## config.mk

```make
export PLATFORM = sky130hd
export DESIGN_NAME = keyvalue_text_tokenizer_core
export DESIGN_NICKNAME = d
export VERILOG_FILES = /design/src/design/kvt_pkg.sv /design/src/design/kvt_lexer.sv /design/src/design/kvt_result_fifo.sv /design/src/design/keyvalue_text_tokenizer_core.sv
export SDC_FILE = /design/constraint.sdc
export NUM_CORES = 1
export LEC_CHECK = 0
export ABC_AREA = 1
export BUFFER_PORTS_ARGS = -buffer_cell sky130_fd_sc_hd__clkbuf_2
export CORE_MARGIN = 1.5
export CORE_UTILIZATION = 45
export DETAILED_ROUTE_END_ITERATION = 7
export GPL_ROUTABILITY_DRIVEN = 0
export PLACE_DENSITY = 0.62
export REMOVE_ABC_BUFFERS = 1
export SETUP_SLACK_MARGIN = 0.02
export SYNTH_ARGS = -nofsm -noshare
export SYNTH_HDL_FRONTEND = slang
export SYNTH_SLANG_ARGS = --single-unit
```

## constraint.sdc

```tcl
create_clock -name clk_i -period 4.4 [get_ports clk_i]
set_input_delay 0.88 -clock clk_i [delete_from_list [all_inputs] [get_ports clk_i]]
set_output_delay 0.88 -clock clk_i [all_outputs]
set_load 0.005 [all_outputs]
```

## src/design/kvt_pkg.sv

```systemverilog
// Shared types and constants for the key-value text tokenizer.
`default_nettype none

package kvt_pkg;

  localparam int MaxRes   = 4;
  localparam int GrpCntW  = $clog2(MaxRes + 1);
  localparam int GrpIdxW  = $clog2(MaxRes);
  localparam int ResDepth = 8;
  localparam int ResPtrW  = $clog2(ResDepth);
  localparam int ResCntW  = $clog2(ResDepth + 1);

  localparam logic [7:0] ChNul    = 8'h00;
  localparam logic [7:0] ChTab    = 8'h09;
  localparam logic [7:0] ChLf     = 8'h0A;
  localparam logic [7:0] ChCr     = 8'h0D;
  localparam logic [7:0] ChSpace  = 8'h20;
  localparam logic [7:0] ChQuote  = 8'h22;
  localparam logic [7:0] ChSlash  = 8'h2F;
  localparam logic [7:0] ChBslash = 8'h5C;
  localparam logic [7:0] ChLbrace = 8'h7B;
  localparam logic [7:0] ChRbrace = 8'h7D;

  typedef enum logic [2:0] {
    ModeBetween = 3'd0,
    ModeSlash   = 3'd1,
    ModeComment = 3'd2,
    ModeQuoted  = 3'd3,
    ModeBare    = 3'd4
  } mode_e;

  typedef enum logic [2:0] {
    EvChar   = 3'd0,
    EvSend   = 3'd1,
    EvBopen  = 3'd2,
    EvBclose = 3'd3,
    EvEot    = 3'd4
  } ev_e;

  typedef struct packed {
    ev_e        kind;
    logic [7:0] ch;
    logic       err;
    logic       last;
  } res_t;

  typedef struct packed {
    mode_e mode;
    logic  esc;
    logic  ended;
  } lex_state_t;

endpackage

`default_nettype wire

```

## src/design/kvt_lexer.sv

```systemverilog
// Per-byte tokenizer step: next lexer state and the group of result events.
`default_nettype none

module kvt_lexer (
  input  wire logic [7:0]                         data_byte_i,
  input  wire logic                               final_byte_i,
  input  wire kvt_pkg::lex_state_t                state_i,
  output kvt_pkg::lex_state_t                     state_o,
  output kvt_pkg::res_t [kvt_pkg::MaxRes-1:0]     res_o,
  output logic [kvt_pkg::GrpCntW-1:0]             res_cnt_o
);
  import kvt_pkg::*;

  typedef struct packed {
    mode_e                mode;
    logic                 esc;
    logic [GrpCntW-1:0]   cnt;
    res_t [MaxRes-1:0]    ent;
  } lex_t;

  function automatic lex_t f_emit(lex_t s, ev_e k, logic [7:0] ch, logic err);
    lex_t r;
    r = s;
    if (r.cnt < GrpCntW'(MaxRes)) begin
      r.ent[r.cnt[GrpIdxW-1:0]].kind = k;
      r.ent[r.cnt[GrpIdxW-1:0]].ch   = (k == EvChar) ? ch : 8'h00;
      r.ent[r.cnt[GrpIdxW-1:0]].err  = err;
      r.ent[r.cnt[GrpIdxW-1:0]].last = 1'b0;
      r.cnt = r.cnt + GrpCntW'(1);
    end
    return r;
  endfunction

  function automatic lex_t f_end(lex_t s, logic err);
    lex_t r;
    r = f_emit(s, EvSend, 8'h00, err);
    r.esc  = 1'b0;
    r.mode = ModeBetween;
    return r;
  endfunction

  function automatic lex_t f_str_char(lex_t s, logic [7:0] b);
    lex_t r;
    r = s;
    if (r.esc) begin
      r.esc = 1'b0;
      if (b == ChQuote || b == ChBslash) r = f_emit(r, EvChar, b, 1'b0);
    end else if (b == ChBslash) begin
      r.esc = 1'b1;
    end else begin
      r = f_emit(r, EvChar, b, 1'b0);
    end
    return r;
  endfunction

  function automatic lex_t f_between(lex_t s, logic [7:0] b);
    lex_t r;
    r = s;
    if (b inside {ChSpace, ChTab, ChCr, ChLf}) begin
      r = s;
    end else if (b == ChLbrace) begin
      r = f_emit(r, EvBopen, 8'h00, 1'b0);
    end else if (b == ChRbrace) begin
      r = f_emit(r, EvBclose, 8'h00, 1'b0);
    end else if (b == ChQuote) begin
      r.mode = ModeQuoted;
      r.esc  = 1'b0;
    end else if (b == ChSlash) begin
      r.mode = ModeSlash;
    end else begin
      r.mode = ModeBare;
      r.esc  = 1'b0;
      r = f_str_char(r, b);
    end
    return r;
  endfunction

  function automatic lex_t f_bare(lex_t s, logic [7:0] b);
    lex_t r;
    if (b inside {ChLbrace, ChRbrace, ChSpace, ChTab}) begin
      r = f_between(f_end(s, 1'b0), b);
    end else if (b inside {ChLf, ChCr}) begin
      r = f_end(s, 1'b0);
    end else begin
      r = f_str_char(s, b);
    end
    return r;
  endfunction

  function automatic lex_t f_quoted(lex_t s, logic [7:0] b);
    lex_t r;
    if (!s.esc && b == ChQuote) begin
      r = f_end(s, 1'b0);
    end else if (b inside {ChLf, ChCr}) begin
      r = f_end(s, 1'b1);
    end else begin
      r = f_str_char(s, b);
    end
    return r;
  endfunction

  function automatic lex_t f_finish(lex_t s);
    lex_t r;
    r = s;
    if (r.mode == ModeQuoted || r.mode == ModeBare) begin
      r = f_emit(r, EvSend, 8'h00, 1'b0);
    end else if (r.mode == ModeSlash) begin
      r = f_emit(r, EvChar, ChSlash, 1'b0);
      r = f_emit(r, EvSend, 8'h00, 1'b0);
    end
    r = f_emit(r, EvEot, 8'h00, 1'b0);
    r.mode = ModeBetween;
    r.esc  = 1'b0;
    return r;
  endfunction

  lex_t s0, s1, s2;
  logic ended_d;

  always_comb begin
    s0      = '0;
    s0.mode = state_i.mode;
    s0.esc  = state_i.esc;
    s1      = s0;
    ended_d = state_i.ended;
    if (!state_i.ended) begin
      if (data_byte_i == ChNul) begin
        s1      = f_finish(s0);
        ended_d = 1'b1;
      end else begin
        case (state_i.mode)
          ModeSlash: begin
            if (data_byte_i == ChSlash) begin
              s1.mode = ModeComment;
            end else begin
              s1      = f_emit(s0, EvChar, ChSlash, 1'b0);
              s1.mode = ModeBare;
              s1.esc  = 1'b0;
              s1      = f_bare(s1, data_byte_i);
            end
          end
          ModeComment: begin
            if (data_byte_i == ChLf) s1.mode = ModeBetween;
          end
          ModeQuoted: s1 = f_quoted(s0, data_byte_i);
          ModeBare:   s1 = f_bare(s0, data_byte_i);
          default: begin
            s1.mode = ModeBetween;
            s1      = f_between(s1, data_byte_i);
          end
        endcase
        if (final_byte_i) begin
          s1      = f_finish(s1);
          ended_d = 1'b1;
        end
      end
    end
    s2 = s1;
    if (s1.cnt != '0) begin
      s2.ent[GrpIdxW'(s1.cnt - GrpCntW'(1))].last = 1'b1;
    end
  end

  assign state_o.mode  = s2.mode;
  assign state_o.esc   = s2.esc;
  assign state_o.ended = ended_d;
  assign res_o         = s2.ent;
  assign res_cnt_o     = s2.cnt;

endmodule

`default_nettype wire

```

## src/design/kvt_result_fifo.sv

```systemverilog
// Result queue: takes a group of up to four events per beat, sends one per beat.
`default_nettype none

module kvt_result_fifo (
  input  wire logic                                clk_i,
  input  wire logic                                rst_ni,
  input  wire logic                                push_i,
  input  wire logic [kvt_pkg::GrpCntW-1:0]         push_cnt_i,
  input  wire kvt_pkg::res_t [kvt_pkg::MaxRes-1:0] push_data_i,
  input  wire logic                                pop_i,
  output logic                                     valid_o,
  output kvt_pkg::res_t                            data_o,
  output logic                                     full_o,
  output logic [kvt_pkg::ResCntW-1:0]              fill_o
);
  import kvt_pkg::*;

  res_t                mem_q [ResDepth];
  logic [ResPtrW-1:0]  wp_q, wp_d, rp_q, rp_d;
  logic [ResCntW-1:0]  fill_q, fill_d;
  logic [GrpCntW-1:0]  push_n;
  logic                pop;

  assign push_n  = push_i ? push_cnt_i : '0;
  assign pop     = pop_i && (fill_q != '0);
  assign wp_d    = wp_q + ResPtrW'(push_n);
  assign rp_d    = rp_q + ResPtrW'(pop);
  assign fill_d  = fill_q + ResCntW'(push_n) - ResCntW'(pop);
  assign valid_o = (fill_q != '0);
  assign data_o  = mem_q[rp_q];
  assign full_o  = (fill_q > ResCntW'(ResDepth - MaxRes));
  assign fill_o  = fill_q;

  always_ff @(posedge clk_i) begin
    for (int k = 0; k < MaxRes; k++) begin
      if (GrpCntW'(k) < push_n) mem_q[wp_q + ResPtrW'(k)] <= push_data_i[k];
    end
  end

  always_ff @(posedge clk_i or negedge rst_ni) begin
    if (!rst_ni) begin
      wp_q   <= '0;
      rp_q   <= '0;
      fill_q <= '0;
    end else begin
      wp_q   <= wp_d;
      rp_q   <= rp_d;
      fill_q <= fill_d;
    end
  end

endmodule

`default_nettype wire

```

## src/design/keyvalue_text_tokenizer_core.sv

```systemverilog
// Top level of the key-value text tokenizer: lexer state, step logic, result queue.
//
//   channel | dir | handshake              | payload
//   --------+-----+------------------------+--------------------------------------------
//   in      | in  | in_valid_i/in_stall_o  | data_byte_i, final_byte_i
//   out     | out | out_valid_o/out_stall_i| event_kind_o, char_value_o, syntax_error_o,
//           |     |                        | run_last_o
//
// One text byte per cycle is taken while in_stall_o is low; its state update is done in
// the same cycle. Each byte gives zero to four events, sent from an 8-entry queue
// one per cycle while out_stall_i is low, so the sustained rate is one byte per cycle
// while bytes average one event or less. in_stall_o rises when the queue has less than
// four free entries. Reset returns the lexer to between tokens and empties the queue.
`default_nettype none

module keyvalue_text_tokenizer_core (
  input  wire logic       clk_i,
  input  wire logic       rst_ni,
  input  wire logic       in_valid_i,
  output logic            in_stall_o,
  input  wire logic [7:0] data_byte_i,
  input  wire logic       final_byte_i,
  output logic            out_valid_o,
  input  wire logic       out_stall_i,
  output logic [2:0]      event_kind_o,
  output logic [7:0]      char_value_o,
  output logic            syntax_error_o,
  output logic            run_last_o
);
  import kvt_pkg::*;

  lex_state_t          st_q, st_d;
  res_t [MaxRes-1:0]   grp;
  logic [GrpCntW-1:0]  grp_cnt;
  logic                in_acc;
  logic                full;
  res_t                head;
  logic [ResCntW-1:0]  fill;

  assign in_stall_o = full;
  assign in_acc     = in_valid_i && !full;

  kvt_lexer u_lexer (
    .data_byte_i  (data_byte_i),
    .final_byte_i (final_byte_i),
    .state_i      (st_q),
    .state_o      (st_d),
    .res_o        (grp),
    .res_cnt_o    (grp_cnt)
  );

  kvt_result_fifo u_fifo (
    .clk_i       (clk_i),
    .rst_ni      (rst_ni),
    .push_i      (in_acc),
    .push_cnt_i  (grp_cnt),
    .push_data_i (grp),
    .pop_i       (!out_stall_i),
    .valid_o     (out_valid_o),
    .data_o      (head),
    .full_o      (full),
    .fill_o      (fill)
  );

  always_ff @(posedge clk_i or negedge rst_ni) begin
    if (!rst_ni) begin
      st_q.mode  <= ModeBetween;
      st_q.esc   <= 1'b0;
      st_q.ended <= 1'b0;
    end else if (in_acc) begin
      st_q <= st_d;
    end
  end

  assign event_kind_o   = head.kind;
  assign char_value_o   = head.ch;
  assign syntax_error_o = head.err;
  assign run_last_o     = head.last;

  a_ended_silent: assert property (@(posedge clk_i) disable iff (!rst_ni)
    in_acc && st_q.ended |=> fill <= $past(fill))
    else $error("byte after end of text produced events");

  a_nul_ends: assert property (@(posedge clk_i) disable iff (!rst_ni)
    in_acc && (data_byte_i == ChNul) |=> st_q.ended)
    else $error("NUL byte did not end the text");

  a_fill_bound: assert property (@(posedge clk_i) disable iff (!rst_ni)
    fill <= ResCntW'(ResDepth))
    else $error("result queue overfilled");

  a_stall_room: assert property (@(posedge clk_i) disable iff (!rst_ni)
    !in_stall_o |-> fill <= ResCntW'(ResDepth - MaxRes))
    else $error("input taken without room for a full group");

endmodule

`default_nettype wire
```

==> run_results.csv <==
group,metric,value,unit
detailed_routing,vias,10931,
synth,async_flop_share,12.6,%
critical_path,end_kind,"register",
timing,max_freq,235,MHz
flow_run,cap_violations,0,
detailed_routing,drt_iter0_markers,1527,
worst_hold_path,hp-class,"in -> async",
critical_path,critPathTopFamily,"simple AND/OR/NAND/NOR gates",
synth,ys_seq_elements,119,
detailed_routing,antenna_left,0,
synth,synth_cells,1386,
critical_path,criticalPathCategory,"in -> reg",
clock_tree,hold_buffers,0,
finish,fillCellCount,1882,
finish,antenna_cells,0,
timing,maxSlewViolCount,0,
timing,rsz0062_at_grt,"true",
synth,ys_seq_area_share,36.2,%
timing,period_share,96.9,%
detailed_routing,drc,1,
detailed_routing,routedWlPerCell,19.4,um
detailed_routing,via_per_inst,5.71,
critical_path,cp.required,4600,ps
critical_path,crit_path_start_kind,"primary input",
synth,yosys-top-cells-area,"edfxtp_1 32%, nand2_1 14%, nor2_1 9.0%",
floorplanning,chipWidth,150,um
global_routing,grt.overflow.total,0,
finish,regArea,3500,um2
run_status,violations,"design-rule violations",
run_status,outcome,"finished, violations left",
global_routing,grt_pass1_vias,9966,
clock_tree,clock_sinks,119,
synth,ys_types,49,
floorplanning,die-area,22400,um2
synth,synthMuxAreaShare,0,%
timing,period_needed,4260,ps
finish,syn_to_final_growth,35.3,%
critical_path,cpMostUsedCell,"nand2_2",
critical_path,slowest_delay,280,ps
finish,fin_cells,1913,
timing,fin_ws,136,ps
placement,port_buffers,27,
power_and_ir_drop,powerDensity,332,nW/um2
floorplanning,rows,53,
clock_tree,clk_path_buf_depth,2,
synth,yosysMostFrequentCell,"nand2_1",
clock_tree,cts_tree,"done",
floorplanning,coreArea,21000,um2
detailed_routing,wirelength,37.0,mm
power_and_ir_drop,leakage,0.00665,uW
power_and_ir_drop,power.total,4340,uW
synth,syn_area,9670,um2
critical_path,crit_path_top_delay_cell,"ha_1",
finish,layout-drive-gt1-share,28.6,%
synth,synthAdderAreaFrac,3.26,%
floorplanning,initial_core_util,46.0,%
global_routing,grt_antenna_before_repair,0,
synth,synth-simple-area-share,39.9,%
global_routing,grt_max_degree,54,
power_and_ir_drop,ir_drop,279,uV
clock_tree,clkSlewWorstSetupHoldPaths,60,ps
clock_tree,htree_num_levels,4,
placement,place_ws,-659,ps
synth,synth.top_cell.area_share,32.3,%
floorplanning,die_height,150,um
synth,syn_area_per_cell,6.98,um2
global_routing,track_usage,32.9,%
synth,synth_top_family_by_area,"simple AND/OR/NAND/NOR gates",
synth,synth_edf_count,104,
critical_path,cp.arrival,4470,ps
floorplanning,io_pins,28,
synth,synth_compound_area_share,12.5,%
critical_path,critPathMaxFanout,8,
finish,multi_input_area,5890,um2
timing,finalSetupViolCount,0,
synth,yosysTopAreaCell,"edfxtp_1",
timing,slew_headroom,25.2,%
timing,hold_viol_final,0,
placement,dpl.cell_count,1860,
synth,ys_warn_count,0,
timing,finalSetupTns,0,ps
timing,tightest_slew,1120,ps
clock_tree,clockRootBuffer,"clkbuf_16",
synth,synth_commonest_cells,"372 x nand2_1, 231 x nor2_1, 161 x nand3_1, 104 x edfxtp_1, 92 x o21ai_0",
synth,synth-main-ff-cell,"edfxtp_1",
detailed_routing,firstDrtPassIters,8,
clock_tree,cts_made_buffers,17,
timing,clock_skew,9.82,ps
timing,whs,378,ps
critical_path,crit_buf_inv,9,
synth,synthXorXnorAreaFrac,0.634,%
global_routing,grt_pass1_wl,55.3,mm
placement,hpwlAfterDp,26.8,mm
clock_tree,clk_latency,430,ps
finish,fin_nets,1662,
-- worst reg2reg max path: cells and delay by family, from the launching register on --
family | cells | cell delay (ps)
flip-flops | 1 | 420
AO/OA/AOI/OAI | 4 | 510
buffers and inverters | 9 | 890
AND/OR/NAND/NOR | 17 | 1620
adder cells (fa/ha/maj) | 2 | 440
-- cell type report --
cell class                 count  area share, %
clock buffer                  17           3.25
clock inverter                15           1.47
inverter                     101           2.99
multi-input combinational   1114           45.0
sequential                   119           26.7
tap                          275           2.63
timing repair buffer         272           17.9
-- per-stage QoR --
stage	utilization, %	instance area [um2]
final	62.2	13100
after global placement	55.7	11700
after CTS	59.7	12500
after detailed placement	55.7	11700
after global routing	62.2	13100
after floorplan	-	9320
-- final timing paths --
| path | from | end | slack [ps] | cells past startpoint |
|---|---|---|---|---|
| worst min-delay path | rst_ni | st_q[1]$_DFFE_PN0P_ | 380 | 1 |
| max in group asynchronous | rst_ni | u_fifo.fill_o[1]$_DFF_PN0_ | 3710 | 1 |
| min in group clk_i | u_fifo.rp_q[2]$_DFF_PN0_ | u_fifo.rp_q[2]$_DFF_PN0_ | 490 | 1 |
| worst max-delay path | data_byte_i[5] | u_fifo.mem_q[2][3]$_DFFE_PP_ | 140 | 35 |
| worst max register to register | st_q[2]$_DFFE_PN0P_ | u_fifo.mem_q[2][3]$_DFFE_PP_ | 310 | 32 |
| worst min register to register | u_fifo.rp_q[2]$_DFF_PN0_ | u_fifo.rp_q[2]$_DFF_PN0_ | 490 | 1 |
-- kinds of logic after synthesis --
kind of cell / count (synthesis)
AND/OR/NAND/NOR: 869
flip-flops: 119
AO/OA/AOI/OAI: 211
adder cells (fa/ha/maj): 24
buffers and inverters: 156
XOR/XNOR: 7
-- placed cells by master (no fill, tap or decap), drive strengths merged --
cell / instances
a2111oi: 1
a211oi: 20
a21boi: 3
a21oi: 39
a221oi: 1
a31oi: 16
buf: 248
bufbuf: 1
bufinv: 3
clkbuf: 40
clkinv: 5
clkinvlp: 2
dfrtp: 15
edfxtp: 104
fa: 2
ha: 22
inv: 106
nand2: 399
nand3: 176
nand3b: 1
nand4: 13
nor2: 247
nor3: 30
nor4: 4
o211ai: 3
o21ai: 108
o22ai: 17
o31ai: 2
o41ai: 1
or2: 2
xnor2: 4
xor2: 3
-- power by group --
part / internal, uW / switching [uW]
clock: 905 / 596
sequential: 1250 / 21.3
combinational: 571 / 993
total: 2730 / 1610
-- layer usage --
metal,GRT usage [%],vias up,routed length (um)
met2,52.7,647,16900
li1,-,5177,-
met3,6.49,149,3700
met5,1.36,-,0
met1,42.0,4958,14300
met4,17.1,0,2150
-- repair_timing --
action,4_1_cts,5_1_grt
buffers inserted,5,10
cloned,2,4
resized for setup,36,114
pin swaps,10,30
setup endpoints to repair,200,213
-- flip-flops by register name (all words and copies together), names as in the netlist --
name / cells
u_fifo.mem_q: 104
u_fifo.wp_q: 3
u_fifo.fill_o: 4
u_fifo.rp_q: 3
st_q: 5
No activity file was read; power rests on OpenSTA's default activity.
